## config.mk

```make
export PLATFORM = sky130hd
export DESIGN_NAME = tlgs_ctrl
export DESIGN_NICKNAME = d
export VERILOG_FILES = /design/src/rtl/core/tlgs_pkg.sv /design/src/rtl/core/tlgs_ctrl.sv
export SDC_FILE = /design/constraint.sdc
export NUM_CORES = 1
export LEC_CHECK = 0
export ABC_AREA = 1
export CAP_MARGIN = 25
export CORE_AREA = 2 2 39 41
export CTS_BUF_LIST = sky130_fd_sc_hd__clkbuf_2 sky130_fd_sc_hd__clkbuf_4 sky130_fd_sc_hd__clkbuf_8
export DETAILED_ROUTE_END_ITERATION = 8
export DIE_AREA = 0 0 41 43
export DONT_BUFFER_PORTS = 1
export SYNTH_ARGS = -nofsm -noshare
export SYNTH_HDL_FRONTEND = slang
export SYNTH_SLANG_ARGS = --single-unit
```

## constraint.sdc

```tcl
create_clock -name i_clk -period 0.85 [get_ports i_clk]
set_input_delay 0.17 -clock i_clk [delete_from_list [all_inputs] [get_ports i_clk]]
set_output_delay 0.17 -clock i_clk [all_outputs]
set_load 0.01 [all_outputs]
```

## src/rtl/core/tlgs_pkg.sv

```systemverilog
// Shared types and constants for the toroidal life grid block.
// Used by the controller, the datapath, the top level and the checker.
package tlgs_pkg;

    // Default grid bounds
    localparam int TLGS_MAX_WIDTH  = 64;
    localparam int TLGS_MAX_HEIGHT = 64;

    // Size register reset value
    localparam int DEF_GRID_SIZE = 64;

    // Item operation codes (carried on tuser)
    localparam logic [1:0] FUNC_WRITE = 2'd0;
    localparam logic [1:0] FUNC_STEP  = 2'd1;
    localparam logic [1:0] FUNC_READ  = 2'd2;

    // Configuration register indexes
    localparam int          CFG_IDX_W   = 1;
    localparam int          CFG_DATA_W  = 7;
    localparam logic [0:0]  CFG_GRID_W  = 1'b0;
    localparam logic [0:0]  CFG_GRID_H  = 1'b1;

    // Life rule neighbor counts
    localparam logic [3:0] LIFE_KEEP  = 4'd2;
    localparam logic [3:0] LIFE_BIRTH = 4'd3;

    // Request field layout, input side
    localparam int FUNC_W      = 2;
    localparam int CELL_COL_W  = 7;
    localparam int CELL_ROW_W  = 7;
    localparam int IN_DATA_W   = 16;
    localparam int IN_USER_W   = 2;
    localparam int IN_COL_LSB  = 0;
    localparam int IN_ROW_LSB  = 7;
    localparam int IN_VAL_BIT  = 14;

    // Result field layout, output side
    localparam int GEN_W       = 32;
    localparam int OUT_DATA_W  = 40;
    localparam int OUT_RV_BIT  = 0;
    localparam int OUT_GEN_LSB = 1;
    localparam int OUT_OOR_BIT = 33;

    // Controller to datapath commands
    typedef struct packed {
        logic take;      // latch request fields
        logic cell_rd;   // read column of addressed cell
        logic cell_upd;  // column data present: modify or sample
        logic step_rd;   // issue one sweep read
        logic step_fin;  // swap banks, count generation
        logic load_res;  // load output register
    } t_cmd;

    // Datapath to controller status
    typedef struct packed {
        logic [FUNC_W-1:0] func;
        logic              oor;
        logic              sweep_last;
        logic              out_busy;
    } t_status;

endpackage

```

## src/rtl/core/tlgs_ctrl.sv

```systemverilog
// Sequencing state machine for the life grid block.
// Depends on tlgs_pkg for command and status types and operation codes.
module tlgs_ctrl
    import tlgs_pkg::*;
(
    input  logic    i_clk,
    input  logic    i_rst_n,
    input  logic    i_in_valid,
    output logic    o_in_ready,
    input  t_status i_sts,
    output t_cmd    o_cmd
);

    localparam logic [2:0] S_IDLE  = 3'd0;
    localparam logic [2:0] S_DISP  = 3'd1;
    localparam logic [2:0] S_CELL  = 3'd2;
    localparam logic [2:0] S_STEP  = 3'd3;
    localparam logic [2:0] S_DRAIN = 3'd4;
    localparam logic [2:0] S_DONE  = 3'd5;

    logic [2:0] r_state;
    logic [2:0] n_state;

    // Next state and commands
    always_comb begin
        n_state    = r_state;
        o_cmd      = '0;
        o_in_ready = 1'b0;
        unique case (r_state)
            S_IDLE: begin
                o_in_ready = 1'b1;
                if (i_in_valid) begin
                    o_cmd.take = 1'b1;
                    n_state    = S_DISP;
                end
            end
            S_DISP: begin
                unique case (i_sts.func) inside
                    FUNC_WRITE, FUNC_READ: begin
                        if (i_sts.oor) begin
                            n_state = S_DONE;
                        end else begin
                            o_cmd.cell_rd = 1'b1;
                            n_state       = S_CELL;
                        end
                    end
                    FUNC_STEP: begin
                        n_state = S_STEP;
                    end
                    default: begin
                        n_state = S_DONE;
                    end
                endcase
            end
            S_CELL: begin
                o_cmd.cell_upd = 1'b1;
                n_state        = S_DONE;
            end
            S_STEP: begin
                o_cmd.step_rd = 1'b1;
                if (i_sts.sweep_last) begin
                    n_state = S_DRAIN;
                end
            end
            S_DRAIN: begin
                o_cmd.step_fin = 1'b1;
                n_state        = S_DONE;
            end
            S_DONE: begin
                if (!i_sts.out_busy) begin
                    o_cmd.load_res = 1'b1;
                    n_state        = S_IDLE;
                end
            end
            default: begin
                n_state = S_IDLE;
            end
        endcase
    end

    // State register
    always_ff @(posedge i_clk) begin
        if (!i_rst_n) begin
            r_state <= S_IDLE;
        end else begin
            r_state <= n_state;
        end
    end

endmodule

```

==> results by group <==
Run status
  – Outcome: finished with violations
  – Violated checks: setup timing

Timing
  – Slew margin rel.: 0.860
  – Fin crit period: 1.15 ns
  – Skew final: ~0.0015 ns
  – Final hold viol count: 0
  – Fin crit share: 1.35
  – RSZ-0062 raised after global routing: yes
  – Final setup margin: -0.296 ns
  – Final number of setup-violating endpoints: 10
  – Fmax: 872 MHz
  – Worst-margin pin slew: about 0.21 ns
  – Max Slew Vio Count: 0

Setup path
  – Worst Path Class, Setup: flop to primary output
  – Reg2Reg Depth: 7
  – Worst EP required: 0.68 ns
  – CP endpoint kind: primary output
  – Critical-path cell list: buf_6, nor3_2, buf_4
  – CP max stage delay: approximately 0.38 ns
  – Startpoint Class: flop
  – Top delay family on crit path: flip-flops
  – Stages on the worst setup path: 3
  – Critical path peak fanout: 7
  – CP max-delay cell: dfxtp_4
  – Crit path DAT: ~0.98 ns
  – WP buf/inv: 2

Pwr
  – Peak VDD IR: between 0.0006 and 0.0007 V
  – Final Power: around 1.1 mW
  – Power density over the cells: 2090 nW/um^2
  – Pleak: 0.244 nW

Yosys
  – Avg Inst Size Synth: ~5.8 um^2
  – Main flop type after synthesis: dfxtp_1
  – Distinct cells, synth: 15
  – Mapped Nets: 53
  – Post-synth EDFFs: 0
  – Number of synthesized register bits: 3
  – Area leader, netlist: dfxtp_1
  – Synth Cell Area: approximately 260 um^2
  – Post-synthesis mux area share: 0
  – Seq/Total Area, Yosys: 0.231
  – Post-synth top cells: nand2_1, nor2_1, inv_1, nor3_1, dfxtp_1
  – Share of Yosys cell area claimed by the top area cell type: 0.231
  – Largest family of logic cells by synthesized area: simple AND/OR/NAND/NOR gates
  – Yosys warns: 0
  – XOR/XNOR Fraction of Synth Area: 0
  – Complex-gate fraction of the synthesized area: 0.0673
  – Fraction of registers with async set/reset: 0
  – Adder-cell share of the synthesized area: 0
  – Synth Area in Simple Gates: 0.572
  – Cells after Synth: 45
  – Dominant cells by area after synthesis: dfxtp_1, nand2_1, nor2_1, nand3_2, nor3_1

Cells and area
  – Max reg flops: 3
  – Largest regs: r_state: 3 flops
  – Util after Layout: 0.368
  – Largest Register: r_state
  – # diodes: 0
  – Synth-to-Final Area Change: 95.7%
  – Share of layout cells above drive strength 1: 0.649
  – FILL cells: 150
  – Nets@finish: between 60 and 70

Hold path
  – Hold path cells: 2
  – HP Class: primary input to flop

Global routing
  – Number of global-route vias before repair: 343
  – Gr ovfl total: 0
  – First-pass GRT wire length: between 1 and 1.5 mm
  – Initial antenna violation count: 0
  – Largest net degree at the start of global routing: 8
  – GRT Total Usage: 0.104

Run
  – MaxCap Viol Count: 0

Die
  – Vert. Die Dim: roughly 43 um
  – Row count: 14
  – DIE AREA: between 1500 and 2000 um^2
  – Core area: 1380 um^2
  – Die width: roughly 41 um
  – # IOs: 15
  – Initial core utilization: 0.188

Placed design
  – Routability congestion estimate: ~0.7
  – I/O Buffers: 0
  – Hpwl dp: about 500 um

Routing
  – Number of iterations in the first detailed-routing pass: 4
  – Routed Antenna Nets: 0
  – Drt total wl: roughly 660 um
  – First DRT Iteration DRCs: 3
  – Vias per inst: roughly 4.5
  – Vias post-DR: ~330
  – DRC: 0
  – Drt wl/cell: roughly 9.0 um

Clock tree
  – Root Driver: clkbuf_4
  – Clock Path Buffers: 2
  – Cts hold-fix bufs: 0
  – CTS tree: done
  – Worst skew pair latency: 0.24 ns
  – Total CTS buffers: 3
  – Clk slew on worst S/H paths: roughly 0.04 ns
  – H-tree depth: 1
  – Clock sinks: 3
-- cell type report --
cell class | instances | area, um^2 | share of cell area
Clock buffer | 4 | 30.0 | 0.0590
Timing Repair Buffer | 9 | 90.1 | 0.177
Tap cell | 16 | 20.0 | 0.0393
Inverter | 7 | 33.8 | 0.0663
Sequential cell | 3 | 71.3 | 0.140
Multi-Input combinational cell | 34 | 264 | 0.518
-- kinds of logic after synthesis --
logic type / count (synthesis)
buffers and inverters: 8
flip-flops: 3
AND/OR/NAND/NOR: 31
AO/OA/AOI/OAI: 3
-- metal layers --
layer	global-route usage	vias up	share of wire	wire length (um)
li1	-	169	-	-
met1	0.107	146	0.37	246
met2	0.153	9	0.57	373
met3	0.0314	2	0.024	16
met4	0.100	0	0.032	21
met5	0	-	0	0
-- report_power, final --
| part | internal, mW | total [mW] | switching [mW] |
|---|---|---|---|
| Clock | 0.208 | 0.289 | 0.0805 |
| Combinational | 0.242 | 0.524 | 0.282 |
| Sequential | 0.178 | 0.252 | 0.0734 |
| Total | 0.628 | 1.06 | 0.436 |
-- cell usage in the layout (no fill, tap or decap) --
cell | netlist | layout
nand2_1 | 9 | 6
buf_6 | 0 | 6
nor2_1 | 9 | 5
inv_1 | 5 | 4
clkbuf_4 | 0 | 4
nand2_4 | 0 | 3
nor2_4 | 0 | 3
inv_4 | 0 | 3
nor3_4 | 0 | 3
nor2_2 | 2 | 3
buf_4 | 1 | 3
dfxtp_4 | 0 | 3
nand2_2 | 2 | 2
nand3_1 | 2 | 2
nor3_2 | 0 | 1
nand3_4 | 0 | 1
nand4_1 | 1 | 1
nand3_2 | 2 | 1
a21oi_2 | 0 | 1
a21boi_1 | 1 | 1
o21ai_0 | 1 | 1
-- through the flow --
stage	std cells	hold WS (ns)	TNS (ns)	instance area, um^2	setup slack, ns
global placement	66	0.307	-1.50	364	-0.235
detailed placement	66	0.313	-1.66	364	-0.239
global route	73	0.0575	-2.90	509	-0.340
finish	73	0.0530	-2.30	509	-0.296
CTS	73	0.0510	-2.33	488	-0.306
floorplan	45	0.298	-0.258	310	-0.0565
-- repair_timing --
item,in CTS,in global routing
setup buffers,3,0
setup endpoints to repair,10,10
pin swaps,7,5
resized for setup,19,7
-- worst paths after layout --
kind	slack [ns]	start	to
max	-0.30	r_state[0]	o_cmd[3]
min	0.05	i_rst_n	r_state[0]
min reg2reg	0.65	r_state[0]	r_state[0]
max reg2reg	-0.21	r_state[0]	r_state[2]
No activity file was read; power rests on OpenSTA's default activity.
